--- src/rtl/core/mps_pkg.sv ---
// Shared types and constants for the motion platform supervisor.
`default_nettype none

package mps_pkg;

    localparam int CNT_W = 24;
    localparam int FLAG_W = 5;
    localparam int Q_W = 32;
    localparam logic [CNT_W-1:0] CNT_MAX = {CNT_W{1'b1}};
    localparam logic [CNT_W-1:0] RETRY_RESET = 24'd10;

    localparam int F_CONN = 0;
    localparam int F_HEALTH = 1;
    localparam int F_HOMED = 2;
    localparam int F_HALT = 3;
    localparam int F_MOTION = 4;

    typedef enum logic [0:0] {
        CFG_CONNECT_RETRY = 1'd0,
        CFG_HEALTH_RETRY  = 1'd1
    } t_cfg_idx;

    typedef enum logic [3:0] {
        S_INIT    = 4'd0,
        S_CONNECT = 4'd1,
        S_HEALTH  = 4'd2,
        S_DISC    = 4'd3,
        S_ERR     = 4'd4,
        S_UNINIT  = 4'd5,
        S_STHOME  = 4'd6,
        S_WTHOME  = 4'd7,
        S_STOPPED = 4'd8,
        S_HALTED  = 4'd9,
        S_STMOVE  = 4'd10,
        S_MOVING  = 4'd11
    } t_sup;

    typedef enum logic [1:0] {
        REQ_NONE = 2'd0,
        REQ_INIT = 2'd1,
        REQ_MOVE = 2'd2,
        REQ_HALT = 2'd3
    } t_req;

    typedef enum logic [2:0] {
        MS_NONE    = 3'd0,
        MS_UNINIT  = 3'd1,
        MS_INITING = 3'd2,
        MS_INITED  = 3'd3,
        MS_STOPPED = 3'd4,
        MS_MOVING  = 3'd5
    } t_motion;

    typedef struct packed {
        logic [FLAG_W-1:0] flag_set;
        logic [FLAG_W-1:0] flag_clear;
        logic              state_request_valid;
        t_req              state_request;
        logic              motion_request_valid;
        logic [Q_W-1:0]    distance;
        logic [Q_W-1:0]    velocity;
        logic [1:0]        direction_request;
    } t_item;

    typedef struct packed {
        t_sup              sup;
        logic [FLAG_W-1:0] flags;
        t_motion           motion;
        t_req              req;
        logic [Q_W-1:0]    pdist;
        logic [Q_W-1:0]    vel;
        logic [1:0]        dir;
        logic [CNT_W-1:0]  cnt;
    } t_state;

    typedef struct packed {
        t_sup           sup;
        t_motion        motion;
        logic           home;
        logic           stop;
        logic           move;
        logic [Q_W-1:0] mdist;
        logic [Q_W-1:0] mvel;
        logic           dir;
        logic [1:0]     dcode;
    } t_result;

endpackage

`default_nettype wire

--- src/rtl/core/mps_step.sv ---
// Combinational supervisor step: flag update, request latching and one state transition.
`default_nettype none

module mps_step (
    input  wire mps_pkg::t_state          i_state,
    input  wire mps_pkg::t_item           i_item,
    input  wire [mps_pkg::CNT_W-1:0]      i_connect_retry,
    input  wire [mps_pkg::CNT_W-1:0]      i_health_retry,
    output mps_pkg::t_state               o_state,
    output mps_pkg::t_result              o_result
);

    logic [mps_pkg::FLAG_W-1:0] flags;
    mps_pkg::t_req              req;
    logic [mps_pkg::Q_W-1:0]    pdist;
    logic [mps_pkg::Q_W-1:0]    vel;
    logic [1:0]                 dir;
    logic                       lost;
    mps_pkg::t_sup              lost_tgt;
    logic [mps_pkg::CNT_W-1:0]  cnt_inc;
    logic                       mv_ok;
    mps_pkg::t_sup              sup_next;

    always_comb begin
        flags = (i_state.flags | i_item.flag_set) & ~i_item.flag_clear;
        req = i_item.state_request_valid ? i_item.state_request : i_state.req;
        pdist = i_item.motion_request_valid ? i_item.distance : i_state.pdist;
        vel = i_item.motion_request_valid ? i_item.velocity : i_state.vel;
        dir = (i_item.direction_request != 2'd0) ? i_item.direction_request : i_state.dir;
        lost = !(flags[mps_pkg::F_CONN] && flags[mps_pkg::F_HEALTH]);
        lost_tgt = flags[mps_pkg::F_CONN] ? mps_pkg::S_HEALTH : mps_pkg::S_CONNECT;
        cnt_inc = (i_state.cnt == mps_pkg::CNT_MAX) ? i_state.cnt
                                                    : i_state.cnt + 1'b1;
        mv_ok = (pdist != '0) && !vel[mps_pkg::Q_W-1] && (vel != '0);
    end

    always_comb begin
        sup_next = i_state.sup;
        unique case (i_state.sup)
            mps_pkg::S_CONNECT: begin
                sup_next = flags[mps_pkg::F_CONN] ? mps_pkg::S_HEALTH : mps_pkg::S_DISC;
            end
            mps_pkg::S_HEALTH: begin
                if (!lost) begin
                    sup_next = mps_pkg::S_UNINIT;
                end else if (!flags[mps_pkg::F_CONN]) begin
                    sup_next = mps_pkg::S_CONNECT;
                end else begin
                    sup_next = mps_pkg::S_ERR;
                end
            end
            mps_pkg::S_DISC: begin
                if (cnt_inc > i_connect_retry) begin
                    sup_next = mps_pkg::S_CONNECT;
                end
            end
            mps_pkg::S_ERR: begin
                if (cnt_inc > i_health_retry) begin
                    sup_next = mps_pkg::S_HEALTH;
                end
            end
            mps_pkg::S_UNINIT: begin
                if (lost) begin
                    sup_next = lost_tgt;
                end else if (req == mps_pkg::REQ_INIT) begin
                    sup_next = mps_pkg::S_STHOME;
                end
            end
            mps_pkg::S_STHOME: begin
                if (lost) begin
                    sup_next = lost_tgt;
                end else if (req == mps_pkg::REQ_INIT
                             && i_state.motion == mps_pkg::MS_UNINIT
                             && !flags[mps_pkg::F_HOMED]) begin
                    sup_next = mps_pkg::S_WTHOME;
                end
            end
            mps_pkg::S_WTHOME: begin
                if (lost) begin
                    sup_next = lost_tgt;
                end else if (req == mps_pkg::REQ_HALT) begin
                    sup_next = mps_pkg::S_HALTED;
                end else if (flags[mps_pkg::F_HOMED]) begin
                    sup_next = mps_pkg::S_STOPPED;
                end
            end
            mps_pkg::S_STOPPED: begin
                if (lost) begin
                    sup_next = lost_tgt;
                end else if (req == mps_pkg::REQ_HALT) begin
                    sup_next = mps_pkg::S_HALTED;
                end else if (req == mps_pkg::REQ_MOVE) begin
                    sup_next = mps_pkg::S_STMOVE;
                end
            end
            mps_pkg::S_HALTED: begin
                if (flags[mps_pkg::F_HALT]) begin
                    sup_next = mps_pkg::S_STOPPED;
                end
            end
            mps_pkg::S_STMOVE: begin
                if (lost) begin
                    sup_next = lost_tgt;
                end else if (mv_ok) begin
                    sup_next = mps_pkg::S_MOVING;
                end
            end
            mps_pkg::S_MOVING: begin
                if (lost) begin
                    sup_next = lost_tgt;
                end else if (req == mps_pkg::REQ_HALT) begin
                    sup_next = mps_pkg::S_HALTED;
                end else if (!flags[mps_pkg::F_MOTION]) begin
                    sup_next = mps_pkg::S_STOPPED;
                end
            end
            default: begin
                sup_next = mps_pkg::S_CONNECT;
            end
        endcase
    end

    always_comb begin
        o_state.sup = sup_next;
        o_state.flags = flags;
        o_state.motion = i_state.motion;
        o_state.req = req;
        o_state.pdist = pdist;
        o_state.vel = vel;
        o_state.dir = dir;
        o_state.cnt = i_state.cnt;
        o_result.home = 1'b0;
        o_result.stop = 1'b0;
        o_result.move = 1'b0;
        o_result.mdist = '0;
        o_result.mvel = '0;
        o_result.dir = 1'b0;
        o_result.dcode = 2'd0;
        unique case (i_state.sup)
            mps_pkg::S_CONNECT: begin
                if (!flags[mps_pkg::F_CONN]) begin
                    o_state.cnt = '0;
                end
            end
            mps_pkg::S_HEALTH: begin
                if (!lost) begin
                    o_state.req = mps_pkg::REQ_NONE;
                end else if (flags[mps_pkg::F_CONN]) begin
                    o_state.cnt = '0;
                end
            end
            mps_pkg::S_DISC, mps_pkg::S_ERR: begin
                o_state.cnt = cnt_inc;
            end
            mps_pkg::S_UNINIT: begin
                if (!lost) begin
                    o_state.motion = mps_pkg::MS_UNINIT;
                end
            end
            mps_pkg::S_STHOME: begin
                if (!lost && req == mps_pkg::REQ_INIT
                    && i_state.motion == mps_pkg::MS_UNINIT
                    && !flags[mps_pkg::F_HOMED]) begin
                    o_result.home = 1'b1;
                    o_state.req = mps_pkg::REQ_NONE;
                end
            end
            mps_pkg::S_WTHOME: begin
                if (!lost) begin
                    o_state.motion = mps_pkg::MS_INITING;
                    if (req == mps_pkg::REQ_HALT) begin
                        o_state.req = mps_pkg::REQ_NONE;
                    end else if (flags[mps_pkg::F_HOMED]) begin
                        o_state.req = mps_pkg::REQ_NONE;
                        o_state.pdist = '0;
                        o_state.vel = '0;
                        o_state.dir = 2'd0;
                        o_state.motion = mps_pkg::MS_INITED;
                    end
                end
            end
            mps_pkg::S_STOPPED: begin
                if (!lost) begin
                    o_state.motion = mps_pkg::MS_STOPPED;
                end
            end
            mps_pkg::S_HALTED: begin
                o_result.stop = 1'b1;
                if (flags[mps_pkg::F_HALT]) begin
                    o_state.req = mps_pkg::REQ_NONE;
                    o_state.pdist = '0;
                    o_state.vel = '0;
                end
            end
            mps_pkg::S_STMOVE: begin
                if (!lost) begin
                    if (dir != 2'd0) begin
                        o_result.dir = 1'b1;
                        o_result.dcode = dir;
                        o_state.dir = 2'd0;
                    end
                    if (mv_ok) begin
                        o_state.req = mps_pkg::REQ_NONE;
                        o_result.move = 1'b1;
                        o_result.mdist = pdist;
                        o_result.mvel = vel;
                    end
                end
            end
            mps_pkg::S_MOVING: begin
                if (!lost && req != mps_pkg::REQ_HALT) begin
                    if (flags[mps_pkg::F_MOTION]) begin
                        o_state.motion = mps_pkg::MS_MOVING;
                    end else begin
                        o_state.req = mps_pkg::REQ_NONE;
                        o_state.pdist = '0;
                        o_state.vel = '0;
                    end
                end
            end
            default: begin
                o_state.cnt = i_state.cnt;
            end
        endcase
        o_result.sup = sup_next;
        o_result.motion = o_state.motion;
    end

endmodule

`default_nettype wire

--- src/rtl/core/motion_platform_supervisor_fsm.sv ---
// Top level of the motion platform supervisor: input register, state, step logic and result register.
`default_nettype none

// Each input beat is one controller tick and yields exactly one result beat. A tick is taken
// into an input register, passes through the supervisor step logic, and its result lands
// in an output register; the supervisor state is updated in the same cycle as the result.
// The block sustains one tick per clock while the output side is not stalled. A result beat
// is held in the output register until the output side takes it; a stalled output register
// holds back the input register. Retry waits are counted in ticks, not clock cycles.
// Configuration writes are taken at any time and should be made while no tick is in flight.
module motion_platform_supervisor_fsm (
    input  wire         i_clk,
    input  wire         i_rst_n,
    input  wire         i_cfg_valid,
    output logic        o_cfg_ready,
    input  wire  [0:0]  i_cfg_index,
    input  wire  [23:0] i_cfg_data,
    input  wire         i_in_valid,
    output logic        o_in_ready,
    input  wire  [4:0]  i_flag_set,
    input  wire  [4:0]  i_flag_clear,
    input  wire         i_state_request_valid,
    input  wire  [1:0]  i_state_request,
    input  wire         i_motion_request_valid,
    input  wire  signed [31:0] i_distance,
    input  wire  signed [31:0] i_velocity,
    input  wire  [1:0]  i_direction_request,
    output logic        o_out_valid,
    input  wire         i_out_ready,
    output logic [3:0]  o_supervisor_state,
    output logic [2:0]  o_motion_state,
    output logic        o_issue_home,
    output logic        o_issue_stop,
    output logic        o_issue_move,
    output logic signed [31:0] o_move_distance,
    output logic signed [31:0] o_move_velocity,
    output logic        o_issue_direction,
    output logic [1:0]  o_direction_code
);

    logic [mps_pkg::CNT_W-1:0] r_connect_retry;
    logic [mps_pkg::CNT_W-1:0] r_health_retry;
    mps_pkg::t_item            r_item;
    logic                      r_item_valid;
    mps_pkg::t_state           r_state;
    mps_pkg::t_result          r_res;
    logic                      r_res_valid;
    mps_pkg::t_state           n_state;
    mps_pkg::t_result          n_res;
    logic                      advance;

    assign o_cfg_ready = 1'b1;
    assign advance = r_item_valid && (!r_res_valid || i_out_ready);
    assign o_in_ready = !r_item_valid || advance;

    always_ff @(posedge i_clk) begin
        if (!i_rst_n) begin
            r_connect_retry <= mps_pkg::RETRY_RESET;
            r_health_retry <= mps_pkg::RETRY_RESET;
        end else if (i_cfg_valid) begin
            unique case (mps_pkg::t_cfg_idx'(i_cfg_index))
                mps_pkg::CFG_CONNECT_RETRY: r_connect_retry <= i_cfg_data;
                mps_pkg::CFG_HEALTH_RETRY:  r_health_retry <= i_cfg_data;
                default:                    r_connect_retry <= r_connect_retry;
            endcase
        end
    end

    always_ff @(posedge i_clk) begin
        if (!i_rst_n) begin
            r_item_valid <= 1'b0;
        end else if (o_in_ready) begin
            r_item_valid <= i_in_valid;
        end
    end

    always_ff @(posedge i_clk) begin
        if (i_in_valid && o_in_ready) begin
            r_item.flag_set <= i_flag_set;
            r_item.flag_clear <= i_flag_clear;
            r_item.state_request_valid <= i_state_request_valid;
            r_item.state_request <= mps_pkg::t_req'(i_state_request);
            r_item.motion_request_valid <= i_motion_request_valid;
            r_item.distance <= i_distance;
            r_item.velocity <= i_velocity;
            r_item.direction_request <= i_direction_request;
        end
    end

    mps_step u_step (
        .i_state         (r_state),
        .i_item          (r_item),
        .i_connect_retry (r_connect_retry),
        .i_health_retry  (r_health_retry),
        .o_state         (n_state),
        .o_result        (n_res)
    );

    always_ff @(posedge i_clk) begin
        if (!i_rst_n) begin
            r_state.sup <= mps_pkg::S_INIT;
            r_state.flags <= '0;
            r_state.motion <= mps_pkg::MS_NONE;
            r_state.req <= mps_pkg::REQ_NONE;
            r_state.pdist <= '0;
            r_state.vel <= '0;
            r_state.dir <= 2'd0;
            r_state.cnt <= '0;
        end else if (advance) begin
            r_state <= n_state;
        end
    end

    always_ff @(posedge i_clk) begin
        if (!i_rst_n) begin
            r_res_valid <= 1'b0;
        end else if (advance) begin
            r_res_valid <= 1'b1;
        end else if (i_out_ready) begin
            r_res_valid <= 1'b0;
        end
    end

    always_ff @(posedge i_clk) begin
        if (advance) begin
            r_res <= n_res;
        end
    end

    assign o_out_valid = r_res_valid;
    assign o_supervisor_state = r_res.sup;
    assign o_motion_state = r_res.motion;
    assign o_issue_home = r_res.home;
    assign o_issue_stop = r_res.stop;
    assign o_issue_move = r_res.move;
    assign o_move_distance = r_res.mdist;
    assign o_move_velocity = r_res.mvel;
    assign o_issue_direction = r_res.dir;
    assign o_direction_code = r_res.dcode;

endmodule

`default_nettype wire
--- config.mk ---
export PLATFORM = sky130hd
export DESIGN_NAME = motion_platform_supervisor_fsm
export DESIGN_NICKNAME = d
export VERILOG_FILES = /design/src/rtl/core/mps_pkg.sv /design/src/rtl/core/mps_step.sv /design/src/rtl/core/motion_platform_supervisor_fsm.sv
export SDC_FILE = /design/constraint.sdc
export NUM_CORES = 1
export LEC_CHECK = 0
export BUFFER_PORTS_ARGS = -buffer_cell sky130_fd_sc_hd__buf_4
export CORE_MARGIN = 2
export CORE_UTILIZATION = 63
export DETAILED_ROUTE_END_ITERATION = 8
export GPL_TIMING_DRIVEN = 0
export PLACE_DENSITY = 0.86
export SLEW_MARGIN = 10
export SYNTH_ARGS = -nofsm -noshare
export SYNTH_HDL_FRONTEND = slang
export SYNTH_HIERARCHICAL = 1
export SYNTH_SLANG_ARGS = --single-unit
--- constraint.sdc ---
create_clock -name i_clk -period 6.49 [get_ports i_clk]
set_clock_uncertainty 0.2 [all_clocks]
set_input_delay 0.649 -clock i_clk [delete_from_list [all_inputs] [get_ports i_clk]]
set_output_delay 0.649 -clock i_clk [all_outputs]
set_load 0.01 [all_outputs]
Word level (Yosys, flattened, before mapping)
Index checks and enable logic that the tools add are counted.
Word-level totals
  bits in registers: 311
  word-level logic and storage cells: 145
  input bits: 110
  output and inout port bits: 80
Operators by class
  multiplexer cells: 59
  $lt $le $gt $ge: 2
  reductions and logical operators: 30
  bitwise operators: 4
  equal/unequal tests: 20
  $add $sub $neg: 1
Operators with widths (count)
  $mux W66: 3
  $pmux W64 S3: 1
  $mux W69: 2
  $mux W24: 4
  $mux W4: 19
  $pmux W24 S3: 1
  $mux W71: 1
  $mux W65: 1
  $mux W32: 2
  $reduce_bool A32 Y1: 2
  $gt A24 B24 Y1: 2
  $pmux W4 S11: 1
  $add A24 B1 Y24 const B: 1
  $eq A24 B24 Y1 const B: 1
  $mux W2: 10
  $mux W3: 6
  $eq A4 B3 Y1 const B: 4
  $eq A4 B4 Y1 const B: 4
  $pmux W2 S6: 1
  $pmux W3 S4: 1
  $logic_and A1 B1 Y1: 11
  $eq A4 B2 Y1 const B: 2
  $ne A2 B2 Y1 const B: 3
  $reduce_and A2 Y1: 3
  18 further kinds: 30

Logic depth before layout (Yosys ltp)
  depth in word-level cells: 8
  depth in mapped cells: 19
  depth with buffers taken out: 17

Cells and area by module
The synthesis kept the hierarchy.
By module, submodules not included
  motion_platform_supervisor_fsm: cells each 832, sequential area each 7797.5 um^2, times used 1, area each 10726.5 um^2
  mps_step: cells each 767, sequential area each 0.0 um^2, times used 1, area each 4793.3 um^2

Worst setup path before layout
No wires, ideal clock.
  kind: reg2reg
  from: reg r_state[10] (netlist bit)
  to: reg r_state[101] (netlist bit)
  cell stages (with the launch flop): 17
  arrival: 3.414 ns
  required time: 6.215 ns
  buffers on the path: 2
  library setup time: 0.075 ns
  period minus slack after synthesis: 3.689 ns
  slack: 2.801 ns
  cells stage by stage: dfxtp_1 -> buf_2 -> and4_4 -> nand4_1 -> nor4_4 -> mux2_2 -> ha_1 -> nor2b_1 -> o211ai_1 -> a21oi_1 -> a211o_1 -> a211oi_1 -> and4b_1 -> a21oi_1 -> buf_4 -> nand2_1 -> mux2i_1
RTL lines
  start, declared: line motion_platform_supervisor_fsm.sv:45  | mps_pkg::t_state r_state;
  start signal, assigned: line motion_platform_supervisor_fsm.sv:110  | r_state <= n_state;

==> results.txt <==
For the final routed database, the setup TNS stands at 0 ns. The count of nets after finishing is 1985. The via density per instance came out at between 5 and 6. The flop and latch count out of synthesis came out at between 300 and 400. The headroom to the max-slew limit came out at between 10% and 20%. The pin slew with the least headroom to its limit came out at approximately 1.3 ns.

The initial standard-cell utilization of the core is 64.00%. The number of setup buffers added after CTS came out at 0. The placed instance area came out at 17360 sq um.

The overall via count from detail_route came out at 12.95k. In the synthesized netlist the dominant register cell turns out to be edfxtp_1. Of all nets on the critical path, the largest fanout is 8. The worst setup path is launched from a flop. The number of top-level pins is 190. The number of port buffers came out at 187.

Across all setup checks in the final design, the least slack found is 1.982 ns. The worst setup timing slack at the placement stage came out at 2.144 ns. The HPWL after detailed placement came out at 29.62 mm. The horizontal extent of the die is 161.0 um.

The first-pass detailed-route iteration total is 6. The maximum buffer depth of the clock tree came out at 3. The remaining antenna violation count after routing came out at 0.

The number of nets produced by synthesis came out at 1761. The final-report hold violation count was 0. The fraction of final layout cells with drive strength greater than 1 came out at 17.41%. The H-tree depth is 2. The setup violation total in the final timing report came out at 0. The first-pass GRT wire length is 67.02 mm. The clock buffer count from CTS came out at 34. The post-route standard cell area excluding fillers came out at about 19000 sq um. The routed design could run at a clock period as short as ~4.5 ns. The iteration-0 DRC count of the detailed router came out at about 1.4k. The number of global-route vias before repair came out at 12.71k.

The average wire per standard cell came out at 19.65 um. The netlist area before placement is 15520 sq um. The signal arrival time at the worst endpoint is 4.75 ns.

The number of hold buffers added after cts came out at 0. The die is 161.0 um tall. The number of sinks handled by clock tree synthesis is 311. The floorplan step defined a core boundary enclosing 24250 sq um. The placer congestion estimate is 0.9214. Counting flops with a built-in enable in the synthesized netlist gives 157. The netlist uses 73 different library cells. Dividing the final minimum period by the clock period gives 69.46%. The worst path required time came out at 6.73 ns. The tree is rooted in a clkbuf_16. The layout overhead on the synthesized area came out at 19.49%.

Derived from the worst setup path, the maximum achievable clock frequency is 221.8 MHz. The peak supply drop is around 0.20 mV. Entering global routing, the biggest net connects 87 pins. The number of instances in the synthesized netlist came out at 1599. STA classifies the critical path endpoint as a flop.

The finished layout holds 2175 standard cells, fillers aside. The cell count after placement came out at 2111. The number of warnings reported in the yosys synthesis log came out at 6. The number of fill cells in the layout is 1656. The final layout contains routed wiring with a total length of 42.73 mm. By count the netlist is led by 357 x nand2_1, 169 x mux2i_1, 168 x nor2_1.

The aggregate global-route resource usage is between 30% and 40%. The mean cell area of the mapped netlist is roughly 9.7 sq um. The final global-route overflow total is 0. The die covers between 20000 and 30000 sq um. Of all flip-flops after synthesis, the portion carrying an async set or reset was 0%. The number of gates resized after CTS is 0. The insertion delay to the later sink of the worst-skew pair came out at 0.53 ns. The flow ran to the end, and the final reports show no timing, DRC or antenna violations. The worst hold-check path type is in -> reg. The most common cell in the synthesized netlist is nand2_1. The static leakage power is 7.480 nW. In this run the power density over the cells is approximately 250 nW/um^2.

Of all cell types, the one taking the most synthesized area is edfxtp_1. The detailed-route DRC error count came out at 0. The CTS clock-pin slew for the worst setup and hold paths came out at 0.07 ns. The share of the Yosys chip area taken by registers is 50.24%. Setup repair after global routing left no endpoint under its margin. Summed over its instances, the top area cell type makes up 30.38% of the synthesized netlist area. The critical path is of the reg -> reg type. The standard-cell row count is 57. The number of antenna violations at the first check in global routing is 2.

The number of max-slew violations in the final report came out at 0. TritonCTS built the clock tree. The number of max-capacitance violations reported came out at 0. By area the synthesized netlist is led by edfxtp_1 30%, dfxtp_1 20%, mux2i_1 11%.
## worst max-delay path, stage by stage, from the launching register on
cell and delay, ns:
dfxtp_1 0.37, ha_1 0.25, nand2_1 0.19, inv_1 0.12, a41oi_4 0.28, and3_1 0.20
buf_2 0.17, nand3_2 0.11, xnor2_1 0.36, ha_1 0.34, a21oi_1 0.12, o21ai_0 0.14
a21oi_1 0.20, o21ai_0 0.10, a211oi_1 0.49, and4b_1 0.26, a21oi_1 0.19, buf_4 0.14
nand2_1 0.04, mux2i_1 0.13
## cell type report
type | instances | area [sq um] | share of cell area [%]
antenna | 2 | 5.005 | 0.02699
buffer | 101 | 609.3 | 3.286
clock buffer | 43 | 957.2 | 5.161
clock inverter | 19 | 224.0 | 1.208
inverter | 59 | 221.5 | 1.194
multi-input combinational | 1128 | 6894 | 37.17
sequential | 311 | 7797 | 42.05
tap | 324 | 405.4 | 2.186
timing repair buffer | 188 | 1431 | 7.718
## per-stage QoR
| step | utilization (%) | power (mW) | hold WS (ns) |
|---|---|---|---|
| after global placement | 71.47 | 2.638 | 0.2384 |
| after detailed placement | 71.59 | 2.652 | 0.2503 |
| after CTS | 76.46 | 4.647 | 0.08485 |
| after floorplan | - | 2.473 | 0.2302 |
| final | 76.48 | 4.641 | 0.09556 |
| after global routing | 76.48 | 4.776 | 0.08733 |
## cells by family (layout without fill, tap and decap cells)
logic type	after synthesis	count (layout)	synth area share (%)
other cells	2	4	0.04839
xor+xnor	22	22	1.242
mux	170	170	10.97
flops	311	311	50.24
compound gates	210	210	8.860
fa+ha+maj	52	52	4.192
buf+inv	160	410	5.353
simple gates	672	672	19.09
## cell usage in the layout, fill, tap and decap left out, types with 7 or more instances in the layout
master,n
a21boi_0,37
a21boi_1,8
a21oi_1,59
a31oi_1,9
buf_2,26
buf_4,207
clkbuf_1,46
clkbuf_16,36
dfxtp_1,154
edfxtp_1,157
ha_1,52
inv_1,59
mux2i_1,169
nand2_1,357
nand3_1,17
nand4_1,23
nor2_1,168
nor2b_1,9
nor3_1,15
nor4_1,37
o211ai_1,7
o21ai_0,35
o31ai_1,11
xnor2_1,15
xor2_1,7
## per-layer routing
metal,share of wire (%),up-vias,GRT usage (%)
met4,4.0,0,13.84
met2,49,671,56.52
met5,0,-,0
met1,39,6106,41.42
met3,7.6,141,4.494
li1,-,6033,-
## registers in the layout, indices dropped and copies added, names as in the netlist, 3 cells and up
signal	flops
r_item	80
o_move_velocity	32
r_connect_retry	24
o_supervisor_state	4
o_move_distance	32
o_motion_state	3
r_health_retry	24
r_state	104
## worst paths after layout
path                       startpoint                   endpoint  slack, ns  cells past startpoint
min                     i_velocity[8]       r_item[10]$_DFFE_PP_        0.1                      1
max reg2reg   r_state[0]$_SDFFE_PN0P_  r_state[101]$_SDFFE_PN0P_       1.98                     19
max           r_state[0]$_SDFFE_PN0P_  r_state[101]$_SDFFE_PN0P_       1.98                     19
min reg2reg  r_state[95]$_SDFFE_PN0P_   r_state[95]$_SDFFE_PN0P_       0.26                      2
## report_power, final
part | switching, mW | internal, mW | leakage, nW
clock network | 0.799 | 1.21 | 0.561
logic | 0.255 | 0.179 | 4.13
registers | 0.0494 | 2.15 | 2.79
total | 1.10 | 3.54 | 7.48
Note: power is estimated with default switching activity, not from simulation.
